==> src/md5_pkg.sv <==
// md5_pkg: shared types, constants and helper functions for the md5 digest block
// no dependencies; imported by the controller, the datapath and the top level

package md5_pkg;

   localparam logic [31:0] INIT_A    = 32'h67452301;
   localparam logic [31:0] INIT_B    = 32'hefcdab89;
   localparam logic [31:0] INIT_C    = 32'h98badcfe;
   localparam logic [31:0] INIT_D    = 32'h10325476;
   localparam logic [7:0]  MARK_BYTE = 8'h80;
   localparam logic [2:0]  FULL_BYTES = 3'd4;
   localparam logic [3:0]  LEN_SLOT  = 4'd14;
   localparam logic [3:0]  LAST_SLOT = 4'd15;
   localparam logic [5:0]  LAST_ROUND = 6'd63;
   localparam logic [63:0] WORD_BITS = 64'd32;

   localparam logic [31:0] ROUND_CONST [64] = '{
      32'hd76aa478, 32'he8c7b756, 32'h242070db, 32'hc1bdceee,
      32'hf57c0faf, 32'h4787c62a, 32'ha8304613, 32'hfd469501,
      32'h698098d8, 32'h8b44f7af, 32'hffff5bb1, 32'h895cd7be,
      32'h6b901122, 32'hfd987193, 32'ha679438e, 32'h49b40821,
      32'hf61e2562, 32'hc040b340, 32'h265e5a51, 32'he9b6c7aa,
      32'hd62f105d, 32'h02441453, 32'hd8a1e681, 32'he7d3fbc8,
      32'h21e1cde6, 32'hc33707d6, 32'hf4d50d87, 32'h455a14ed,
      32'ha9e3e905, 32'hfcefa3f8, 32'h676f02d9, 32'h8d2a4c8a,
      32'hfffa3942, 32'h8771f681, 32'h6d9d6122, 32'hfde5380c,
      32'ha4beea44, 32'h4bdecfa9, 32'hf6bb4b60, 32'hbebfbc70,
      32'h289b7ec6, 32'heaa127fa, 32'hd4ef3085, 32'h04881d05,
      32'hd9d4d039, 32'he6db99e5, 32'h1fa27cf8, 32'hc4ac5665,
      32'hf4292244, 32'h432aff97, 32'hab9423a7, 32'hfc93a039,
      32'h655b59c3, 32'h8f0ccc92, 32'hffeff47d, 32'h85845dd1,
      32'h6fa87e4f, 32'hfe2ce6e0, 32'ha3014314, 32'h4e0811a1,
      32'hf7537e82, 32'hbd3af235, 32'h2ad7d2bb, 32'heb86d391
   };

   localparam logic [4:0] ROT_AMOUNT [16] = '{
      5'd7, 5'd12, 5'd17, 5'd22, 5'd5, 5'd9, 5'd14, 5'd20,
      5'd4, 5'd11, 5'd16, 5'd23, 5'd6, 5'd10, 5'd15, 5'd21
   };

   typedef enum logic [2:0] {
      ST_IDLE,
      ST_PAD,
      ST_LOAD,
      ST_ROUND,
      ST_FOLD,
      ST_DONE
   } md5_state_type;

   typedef enum logic [2:0] {
      WSEL_INPUT,
      WSEL_MARK,
      WSEL_ZERO,
      WSEL_LEN_LO,
      WSEL_LEN_HI
   } md5_wsel_type;

   typedef struct packed {
      logic         push;
      md5_wsel_type wsel;
      logic         load;
      logic         round;
      logic         fold;
      logic         finish;
   } md5_cmd_type;

   typedef struct packed {
      logic wrap;
      logic at_len;
      logic round_last;
      logic rsp_busy;
   } md5_sts_type;

   function automatic logic [2:0] clamp_count(input logic [2:0] n);
      return (n > FULL_BYTES) ? FULL_BYTES : n;
   endfunction

   // last word: keep the valid low bytes, put the marker right above them
   function automatic logic [31:0] last_word(input logic [31:0] w, input logic [2:0] n);
      logic [31:0] r;
      case (clamp_count(n))
         3'd0: r = {24'h0, MARK_BYTE};
         3'd1: r = {16'h0, MARK_BYTE, w[7:0]};
         3'd2: r = {8'h0, MARK_BYTE, w[15:0]};
         3'd3: r = {MARK_BYTE, w[23:0]};
         default: r = w;
      endcase
      return r;
   endfunction

   function automatic logic [3:0] msg_index(input logic [5:0] r);
      logic [3:0] low;
      logic [3:0] idx;
      low = r[3:0];
      case (r[5:4])
         2'd0: idx = low;
         2'd1: idx = (low << 2) + low + 4'd1;
         2'd2: idx = (low << 1) + low + 4'd5;
         default: idx = (low << 3) - low;
      endcase
      return idx;
   endfunction

   function automatic logic [4:0] rot_of(input logic [5:0] r);
      return ROT_AMOUNT[{r[5:4], r[1:0]}];
   endfunction

   function automatic logic [31:0] mix_f(input logic [1:0] grp, input logic [31:0] b,
                                         input logic [31:0] c, input logic [31:0] d);
      logic [31:0] f;
      case (grp)
         2'd0: f = (b & c) | (~b & d);
         2'd1: f = (d & b) | (~d & c);
         2'd2: f = b ^ c ^ d;
         default: f = c ^ (b | ~d);
      endcase
      return f;
   endfunction

   function automatic logic [31:0] rotl32(input logic [31:0] v, input logic [4:0] s);
      logic [63:0] dbl;
      dbl = {v, v} << s;
      return dbl[63:32];
   endfunction

   function automatic logic [31:0] bswap32(input logic [31:0] v);
      return {v[7:0], v[15:8], v[23:16], v[31:24]};
   endfunction

endpackage

==> src/md5_if.sv <==
// md5_if: valid/ready channel interfaces for message words and digests
// no dependencies; used by the md5_digest top level

interface md5_req_if;
   logic        valid;
   logic        ready;
   logic [31:0] msg_word;
   logic [2:0]  byte_count;
   logic        final_word;

   modport source (output valid, msg_word, byte_count, final_word, input ready);
   modport sink (input valid, msg_word, byte_count, final_word, output ready);
endinterface

interface md5_rsp_if;
   logic        valid;
   logic        ready;
   logic [63:0] digest_first;
   logic [63:0] digest_second;

   modport source (output valid, digest_first, digest_second, input ready);
   modport sink (input valid, digest_first, digest_second, output ready);
endinterface

==> src/md5_ctrl.sv <==
// md5_ctrl: sequencer for word intake, padding, round iteration and digest release
// depends on md5_pkg; drives the md5_dpath command struct

module md5_ctrl
   import md5_pkg::*;
(
   input  logic        clock,
   input  logic        reset,
   input  logic        req_valid,
   output logic        req_ready,
   input  logic [2:0]  byte_count,
   input  logic        final_word,
   input  md5_sts_type sts,
   output md5_cmd_type cmd
);

   md5_state_type state_ff, state_in;
   logic          mark_ff, mark_in;
   logic          padding_ff, padding_in;
   logic          len_lo_ff, len_lo_in;
   logic          closing_ff, closing_in;

   always_ff @(posedge clock) begin
      if (reset) begin
         state_ff   <= ST_IDLE;
         mark_ff    <= 1'b0;
         padding_ff <= 1'b0;
         len_lo_ff  <= 1'b0;
         closing_ff <= 1'b0;
      end else begin
         state_ff   <= state_in;
         mark_ff    <= mark_in;
         padding_ff <= padding_in;
         len_lo_ff  <= len_lo_in;
         closing_ff <= closing_in;
      end
   end

   always_comb begin
      state_in   = state_ff;
      mark_in    = mark_ff;
      padding_in = padding_ff;
      len_lo_in  = len_lo_ff;
      closing_in = closing_ff;
      req_ready  = 1'b0;
      cmd        = '0;
      cmd.wsel   = WSEL_INPUT;
      case (state_ff)
         ST_IDLE: begin
            req_ready = 1'b1;
            if (req_valid) begin
               cmd.push = 1'b1;
               cmd.wsel = WSEL_INPUT;
               if (final_word) begin
                  padding_in = 1'b1;
                  mark_in    = (clamp_count(byte_count) == FULL_BYTES);
               end
               if (sts.wrap) begin
                  state_in = ST_LOAD;
               end else if (final_word) begin
                  state_in = ST_PAD;
               end
            end
         end
         ST_PAD: begin
            cmd.push = 1'b1;
            if (mark_ff) begin
               cmd.wsel = WSEL_MARK;
               mark_in  = 1'b0;
            end else if (len_lo_ff) begin
               cmd.wsel   = WSEL_LEN_HI;
               len_lo_in  = 1'b0;
               closing_in = 1'b1;
            end else if (!sts.at_len) begin
               cmd.wsel = WSEL_ZERO;
            end else begin
               cmd.wsel  = WSEL_LEN_LO;
               len_lo_in = 1'b1;
            end
            if (sts.wrap) begin
               state_in = ST_LOAD;
            end
         end
         ST_LOAD: begin
            cmd.load = 1'b1;
            state_in = ST_ROUND;
         end
         ST_ROUND: begin
            cmd.round = 1'b1;
            if (sts.round_last) begin
               state_in = ST_FOLD;
            end
         end
         ST_FOLD: begin
            cmd.fold = 1'b1;
            if (closing_ff) begin
               state_in = ST_DONE;
            end else if (padding_ff) begin
               state_in = ST_PAD;
            end else begin
               state_in = ST_IDLE;
            end
         end
         ST_DONE: begin
            if (!sts.rsp_busy) begin
               cmd.finish = 1'b1;
               padding_in = 1'b0;
               closing_in = 1'b0;
               state_in   = ST_IDLE;
            end
         end
         default: begin
            state_in = ST_IDLE;
         end
      endcase
   end

   a_round_to_fold: assert property (@(posedge clock) disable iff (reset)
      (state_ff == ST_ROUND && sts.round_last) |=> (state_ff == ST_FOLD))
      else $error("last round not followed by fold");

   a_wrap_to_load: assert property (@(posedge clock) disable iff (reset)
      (cmd.push && sts.wrap) |=> (state_ff == ST_LOAD))
      else $error("full block did not start compression");

   a_finish_free: assert property (@(posedge clock) disable iff (reset)
      cmd.finish |-> !sts.rsp_busy)
      else $error("digest overwritten before transfer");

   a_intake_clean: assert property (@(posedge clock) disable iff (reset)
      req_ready |-> (!padding_ff && !mark_ff && !len_lo_ff && !closing_ff))
      else $error("intake open with padding pending");

endmodule

==> src/md5_dpath.sv <==
// md5_dpath: block buffer, length counter, chaining and working words, round unit
// depends on md5_pkg; controlled by md5_ctrl through command and status structs

module md5_dpath
   import md5_pkg::*;
(
   input  logic        clock,
   input  logic        reset,
   input  md5_cmd_type cmd,
   output md5_sts_type sts,
   input  logic [31:0] msg_word,
   input  logic [2:0]  byte_count,
   input  logic        final_word,
   output logic        rsp_valid,
   input  logic        rsp_ready,
   output logic [63:0] digest_first,
   output logic [63:0] digest_second
);

   logic [31:0] blk_ff [16];
   logic [31:0] blk_in;
   logic [3:0]  index_ff, index_in;
   logic [63:0] bitlen_ff, bitlen_in;
   logic [31:0] chain_ff [4];
   logic [31:0] chain_in [4];
   logic [31:0] work_ff [4];
   logic [31:0] work_in [4];
   logic [5:0]  round_ff, round_in;
   logic [5:0]  round_next;
   logic [31:0] mk_ff, mk_in;
   logic [31:0] sum_t;
   logic        rsp_valid_ff, rsp_valid_in;
   logic [63:0] first_ff, first_in;
   logic [63:0] second_ff, second_in;

   always_comb begin
      case (cmd.wsel)
         WSEL_INPUT:  blk_in = final_word ? last_word(msg_word, byte_count) : msg_word;
         WSEL_MARK:   blk_in = {24'h0, MARK_BYTE};
         WSEL_LEN_LO: blk_in = bitlen_ff[31:0];
         WSEL_LEN_HI: blk_in = bitlen_ff[63:32];
         default:     blk_in = '0;
      endcase
   end

   always_ff @(posedge clock) begin
      if (cmd.push) begin
         blk_ff[index_ff] <= blk_in;
      end
   end

   assign round_next = round_ff + 6'd1;
   assign sum_t = work_ff[0] + mix_f(round_ff[5:4], work_ff[1], work_ff[2], work_ff[3]) + mk_ff;

   always_comb begin
      index_in     = index_ff;
      bitlen_in    = bitlen_ff;
      chain_in     = chain_ff;
      work_in      = work_ff;
      round_in     = round_ff;
      mk_in        = mk_ff;
      rsp_valid_in = rsp_valid_ff;
      first_in     = first_ff;
      second_in    = second_ff;
      if (rsp_valid_ff && rsp_ready) begin
         rsp_valid_in = 1'b0;
      end
      if (cmd.push) begin
         index_in = index_ff + 4'd1;
         if (cmd.wsel == WSEL_INPUT) begin
            bitlen_in = bitlen_ff + (final_word ?
                        {58'h0, clamp_count(byte_count), 3'b000} : WORD_BITS);
         end
      end
      if (cmd.load) begin
         work_in  = chain_ff;
         round_in = '0;
         mk_in    = blk_ff[0] + ROUND_CONST[0];
      end
      if (cmd.round) begin
         work_in[0] = work_ff[3];
         work_in[3] = work_ff[2];
         work_in[2] = work_ff[1];
         work_in[1] = work_ff[1] + rotl32(sum_t, rot_of(round_ff));
         round_in   = round_next;
         mk_in      = blk_ff[msg_index(round_next)] + ROUND_CONST[round_next];
      end
      if (cmd.fold) begin
         for (int i = 0; i < 4; i++) begin
            chain_in[i] = chain_ff[i] + work_ff[i];
         end
      end
      if (cmd.finish) begin
         first_in     = {bswap32(chain_ff[0]), bswap32(chain_ff[1])};
         second_in    = {bswap32(chain_ff[2]), bswap32(chain_ff[3])};
         rsp_valid_in = 1'b1;
         chain_in     = '{INIT_A, INIT_B, INIT_C, INIT_D};
         work_in      = '{32'h0, 32'h0, 32'h0, 32'h0};
         bitlen_in    = '0;
         index_in     = '0;
      end
   end

   always_ff @(posedge clock) begin
      if (reset) begin
         index_ff     <= '0;
         bitlen_ff    <= '0;
         chain_ff     <= '{INIT_A, INIT_B, INIT_C, INIT_D};
         work_ff      <= '{32'h0, 32'h0, 32'h0, 32'h0};
         round_ff     <= '0;
         rsp_valid_ff <= 1'b0;
      end else begin
         index_ff     <= index_in;
         bitlen_ff    <= bitlen_in;
         chain_ff     <= chain_in;
         work_ff      <= work_in;
         round_ff     <= round_in;
         rsp_valid_ff <= rsp_valid_in;
      end
   end

   always_ff @(posedge clock) begin
      mk_ff     <= mk_in;
      first_ff  <= first_in;
      second_ff <= second_in;
   end

   assign sts.wrap       = (index_ff == LAST_SLOT);
   assign sts.at_len     = (index_ff == LEN_SLOT);
   assign sts.round_last = (round_ff == LAST_ROUND);
   assign sts.rsp_busy   = rsp_valid_ff;

   assign rsp_valid     = rsp_valid_ff;
   assign digest_first  = first_ff;
   assign digest_second = second_ff;

endmodule

==> src/md5_digest.sv <==
// md5 digest: in the idle state a non-final word that leaves the block open is accepted; the sixteenth
// word of a block starts a busy compression (load, 64 rounds at one per cycle, fold) run by the
// single round unit, and no new word is taken until it ends. the final word adds the padding
// words and one or two compressions before the digest is registered.
// synchronous reset restores the md5 initial chaining words and clears length and index
// depends on md5_pkg, md5_if, md5_ctrl and md5_dpath

module md5_digest
   import md5_pkg::*;
(
   input  logic    clock,
   input  logic    reset,
   md5_req_if.sink   req_bus,
   md5_rsp_if.source rsp_bus
);

   md5_cmd_type cmd;
   md5_sts_type sts;

   md5_ctrl u_ctrl (
      .clock      (clock),
      .reset      (reset),
      .req_valid  (req_bus.valid),
      .req_ready  (req_bus.ready),
      .byte_count (req_bus.byte_count),
      .final_word (req_bus.final_word),
      .sts        (sts),
      .cmd        (cmd)
   );

   md5_dpath u_dpath (
      .clock         (clock),
      .reset         (reset),
      .cmd           (cmd),
      .sts           (sts),
      .msg_word      (req_bus.msg_word),
      .byte_count    (req_bus.byte_count),
      .final_word    (req_bus.final_word),
      .rsp_valid     (rsp_bus.valid),
      .rsp_ready     (rsp_bus.ready),
      .digest_first  (rsp_bus.digest_first),
      .digest_second (rsp_bus.digest_second)
   );

endmodule

==> src/flat_wrapper.sv <==
// flat-port wrapper written by rule: the top's interface ports become plain ports
module md5_digest_flat import md5_pkg::*;
  (clock, reset, req_bus_valid, req_bus_msg_word, req_bus_byte_count, req_bus_final_word, req_bus_ready, rsp_bus_valid, rsp_bus_digest_first, rsp_bus_digest_second, rsp_bus_ready);
  md5_req_if req_bus_i ();
  md5_rsp_if rsp_bus_i ();
  input  logic clock;
  input  logic reset;
  input wire logic [$bits(req_bus_i.valid)-1:0] req_bus_valid;
  input wire logic [$bits(req_bus_i.msg_word)-1:0] req_bus_msg_word;
  input wire logic [$bits(req_bus_i.byte_count)-1:0] req_bus_byte_count;
  input wire logic [$bits(req_bus_i.final_word)-1:0] req_bus_final_word;
  output wire logic [$bits(req_bus_i.ready)-1:0] req_bus_ready;
  output wire logic [$bits(rsp_bus_i.valid)-1:0] rsp_bus_valid;
  output wire logic [$bits(rsp_bus_i.digest_first)-1:0] rsp_bus_digest_first;
  output wire logic [$bits(rsp_bus_i.digest_second)-1:0] rsp_bus_digest_second;
  input wire logic [$bits(rsp_bus_i.ready)-1:0] rsp_bus_ready;
  assign req_bus_i.valid = req_bus_valid;
  assign req_bus_i.msg_word = req_bus_msg_word;
  assign req_bus_i.byte_count = req_bus_byte_count;
  assign req_bus_i.final_word = req_bus_final_word;
  assign req_bus_ready = req_bus_i.ready;
  assign rsp_bus_valid = rsp_bus_i.valid;
  assign rsp_bus_digest_first = rsp_bus_i.digest_first;
  assign rsp_bus_digest_second = rsp_bus_i.digest_second;
  assign rsp_bus_i.ready = rsp_bus_ready;
  md5_digest u_core (.clock(clock), .reset(reset), .req_bus(req_bus_i), .rsp_bus(rsp_bus_i));
endmodule
==> config.mk <==
export PLATFORM = sky130hd
export DESIGN_NAME = md5_digest_flat
export DESIGN_NICKNAME = d
export VERILOG_FILES = /design/src/md5_pkg.sv /design/src/md5_if.sv /design/src/md5_ctrl.sv /design/src/md5_dpath.sv /design/src/md5_digest.sv /design/src/flat_wrapper.sv
export SDC_FILE = /design/constraint.sdc
export NUM_CORES = 2
export LEC_CHECK = 0
export BUFFER_PORTS_ARGS = -buffer_cell sky130_fd_sc_hd__buf_4
export CAP_MARGIN = 5
export CORE_MARGIN = 4
export CORE_UTILIZATION = 60
export DETAILED_ROUTE_END_ITERATION = 6
export GPL_TIMING_DRIVEN = 0
export PLACE_DENSITY = 0.83
export SETUP_SLACK_MARGIN = 0.02
export SYNTH_ARGS = -nofsm -noshare
export SYNTH_HDL_FRONTEND = slang
export SYNTH_HIERARCHICAL = 1
export SYNTH_SLANG_ARGS = --single-unit
==> constraint.sdc <==
create_clock -name clock -period 18.4 [get_ports clock]
set_input_delay 1.84 -clock clock [delete_from_list [all_inputs] [get_ports clock]]
set_output_delay 1.84 -clock clock [all_outputs]
set_load 0.05 [all_outputs]
==> run summary <==
The starting utilization of the core area came out at 0.609. The number of enable-type register cells in the synthesized netlist came out at 672. The number of buffers inserted during clock tree synthesis is just over 100.

The overall via count from detail_route came out at 52300. The number of pins with negative max-slew slack in the final report is 37. On the critical path, the stage with the largest delay is an instance of a2111oi_0. In this run the number of H-tree levels came out at 3.

The final routed wire length divided by cell count is 33.5 um. Buffers added to address setup during post-CTS repair amount to 0. The length of routed met2 wiring came out at 101000 um. The met3 routed wirelength is 36300 um.

The checks that failed: design-rule violations, max-capacitance violations, max-slew violations. The setup slack after layout came out at 6.47 ns. The number of nets handed over by synthesis was 5965.

The largest net degree at the start of global routing is 39. The detail route stage leaves a number of antenna-violating nets equal to 0. The fraction of the mapped netlist area in compound gates came out at 0.166. The highest metal layer carrying signal wires in the routed design is met5. The placeable core region is 95600 um2.

The placement-stage worst setup slack came out at 6.99 ns. After detailed routing, the number of remaining DRC violations is 27. The cell row count is 113. In the finished design, the share of the clock period the worst path needs comes to 0.648. Setup repair after global routing left no endpoint under its margin. The worst supply voltage drop on vdd is approximately 0.12 mV.

Power spread over the standard cell area amounts to 85.1 nW/um2. In this run the vertical extent of the chip is between 300 and 400 um. For this design the static power due to leakage is 0.0247 uW. The sequential cell area fraction in the yosys report came out at 0.462.

The netlist area before placement came out at 58200 um2. In this run, the number of DRC markers left after iteration 0 of detailed routing was approximately 9100. The count of TritonRoute iterations in the first routing pass is 7. Across every metal layer, demand over resource in global routing totals 0.466. The via-per-instance ratio is 7.16. The share of layout cells above drive strength 1 is 0.104. The width of the chip came out at 319 um. The number of hold-repair buffers added at the cts stage came out at 0. In the final routing, the length of wire on met1 measures 86300 um. Relative to the synthesized area, the layout overhead comes to 11.7%. After synthesis, the cell types taking the most area are edfxtp_1 35%, dfxtp_1 12%, ha_1 5.4%. The family with the most delay on the worst path is compound AO/OA/AOI/OAI gates. Setup violations remaining at the end of the flow were counted as 0. The final critical path time including I/O delays and setup is approximately 12 ns. The arrival time of data at the critical path endpoint is between 10 and 15 ns. The most numerous cell on the critical path is a21o_1.

The worst setup path is launched from a register. The HPWL after detailed placement is 170000 um. The clock input transition at the sequential cells of the worst setup and hold paths came out at approximately 0.060 ns. The total of max-cap violations is 4. Clock latency on the worst-skew pair, taken at its later pin, is roughly 0.76 ns. The leftover overflow at the end of global routing is 0.

The largest total area in the synthesized netlist belongs to edfxtp_1. The flow ran to the end, but the final reports show violations. The total negative slack came out at 0 ns.

Once the clock tree was built, the resizer swapped 0 gates to a different size. The Yosys warning count came out at 6. The synthesized area divided by synthesized cell count came out at 10.3 um2. The maximum single-stage delay on the critical path came out at 0.87 ns. The buffering stage count on the worst path with inverters included came out at 7. The count of buffers added on input and output ports is 169.

The number of distinct library cells after synthesis came out at 104. The worst setup path is captured at a register. The peak fanout along the critical path came out at 10. The net total in the final layout came out at 6265.

The worst hold path belongs to the class register to register. The clock passes through at most 3 buffers. Counting every instance in the synthesized netlist gives 5631. In this run, synthesis produced a sequential element count of 1007. The number of top-level design ports is 170. Measured against its own limit, the worst slew margin works out to -0.0487. The required time of the worst setup path is 18.99 ns. Clock tree synthesis selected as its root buffer the cell clkbuf_16. At the pin with the least slew margin, the transition time is 1.57 ns.

TritonCTS built the clock tree. The initial antenna violation count came to 21. By count the netlist is led by 672 x edfxtp_1, 651 x nor2_1, 521 x a21oi_1, 424 x nand2_1, 335 x dfxtp_1. The hold violation total from the final report is 0. The overall routed net length is 244000 um. After synthesis, the largest family of logic cells by area is compound AO/OA/AOI/OAI gates.

The first global-routing pass estimated 347000 um of wire. The worst setup path is of the register to register kind. After synthesis, the share of cell area in mux cells is 0.100.

The full die area came out at 102000 um2. The achievable clock frequency is 0.0838 GHz. The area share of the largest cell type after synthesis is 0.347.

The simple-gate share of the synthesized area is 0.127. Among all flip-flop cells after synthesis, the most frequent one is edfxtp_1. The post-synthesis xor/xnor area fraction is 0.0458.

The number of global-route vias before repair is 48600. The sink count of the clock tree came out at between 1000 and 1500. The power consumption is 5530 uW. The clock skew after layout is 0.0636 ns. Of the total synthesized cell area, the portion taken by full adders, half adders and majority gates is 0.0686. The share of flip-flops with an asynchronous set or reset is 0. The tightest hold path in the finished design has a slack of roughly 0.50 ns. By instance count, the leading cell after synthesis is edfxtp_1. The global placer's final weighted congestion came out at 1.02.
-- per-layer routing --
| layer | up-vias | GRT usage |
|---|---|---|
| met5 | - | 0 |
| met4 | 8 | 0.311 |
| met3 | 1168 | 0.175 |
| met2 | 4587 | 0.665 |
| met1 | 25000 | 0.593 |
| li1 | 21600 | - |
-- kinds of logic (layout without fill, tap and decap cells) --
| kind of cell | count (synthesis) | in the layout |
|---|---|---|
| flops | 1007 | 1007 |
| compound gates | 1536 | 1536 |
| xor+xnor | 299 | 299 |
| fa+ha+maj | 294 | 294 |
| mux | 413 | 413 |
| buf+inv | 450 | 839 |
| other cells | 0 | 21 |
| simple gates | 1632 | 1632 |
-- where the power goes --
group | switching, uW | leakage, uW | total [uW] | internal [uW]
Sequential | 86.5 | 0.00894 | 2600 | 2510
Combinational | 505 | 0.0140 | 761 | 256
Clock | 971 | 0.00169 | 2170 | 1200
-- stage by stage --
stage	util	cell area [um2]	cells
finish	0.680	65000	7306
global route	0.680	65000	7286
CTS	0.679	64900	7274
detailed placement	0.642	61400	7081
global placement	0.639	61100	7065
floorplan	-	58200	5631
-- state kept, by name (all words and copies together) (netlist names), 3 cells and up --
signal / count
u_core/u_dpath/bitlen_ff: 61
u_core/u_dpath/chain_ff: 128
u_core/u_dpath/digest_second: 64
u_core/u_dpath/blk_ff: 512
u_core/u_dpath/index_ff: 4
u_core/u_dpath/digest_first: 64
u_core/u_dpath/work_ff: 128
u_core/u_dpath/round_ff: 6
u_core/u_dpath/mk_ff: 32
u_core/u_ctrl/state_ff: 3
-- cell usage in the layout (no fill, tap or decap), types with 28 or more instances in the layout --
master,n
buf_1,60
o21a_1,36
mux4_2,134
a21oi_1,521
and3_1,41
nor3_1,119
edfxtp_1,672
buf_2,29
mux2i_1,250
clkbuf_1,251
and2_1,28
nand2b_1,41
nand2_1,424
or3_1,36
nor2_1,650
a22oi_1,32
o21ai_0,305
fa_1,42
o31ai_1,31
nor2b_1,89
xnor2_1,160
inv_1,119
buf_4,181
a21o_1,110
mux2_2,28
o211ai_1,34
xor2_1,135
nand3_1,86
a31oi_1,77
a211oi_1,132
dfxtp_1,335
ha_1,252
clkbuf_16,103
-- cell type report --
cell class | instances | area [um2]
Multi-Input combinational cell | 4174 | 29600
Buffer | 330 | 1330
Antenna cell | 21 | 52.6
Clock buffer | 138 | 2840
Inverter | 120 | 450
Tap cell | 1265 | 1580
Fill cell | 6871 | 30600
Sequential cell | 1007 | 26900
Timing Repair Buffer | 196 | 1660
Clock inverter | 55 | 632
-- worst register-to-register path: cells and delay by family, from the launching register on --
kind / cells / cell delay, ns
fa+ha+maj: 5 / 1.80
flops: 1 / 0.33
simple gates: 5 / 0.83
mux: 1 / 0.30
compound gates: 21 / 5.72
buf+inv: 7 / 2.80
-- worst paths after layout --
path | end | slack (ns) | from | depth (start not counted)
worst min-delay path | u_core/u_dpath/bitlen_ff[63] | 0.50 | u_core/u_dpath/bitlen_ff[63] | 2
worst max register to register | u_core/u_dpath/work_ff[92] | 6.47 | u_core/u_dpath/round_ff[4] | 39
worst min register to register | u_core/u_dpath/bitlen_ff[63] | 0.50 | u_core/u_dpath/bitlen_ff[63] | 2
worst max-delay path | u_core/u_dpath/work_ff[92] | 6.47 | u_core/u_dpath/round_ff[4] | 39
Power figures use the tool's default switching activity.
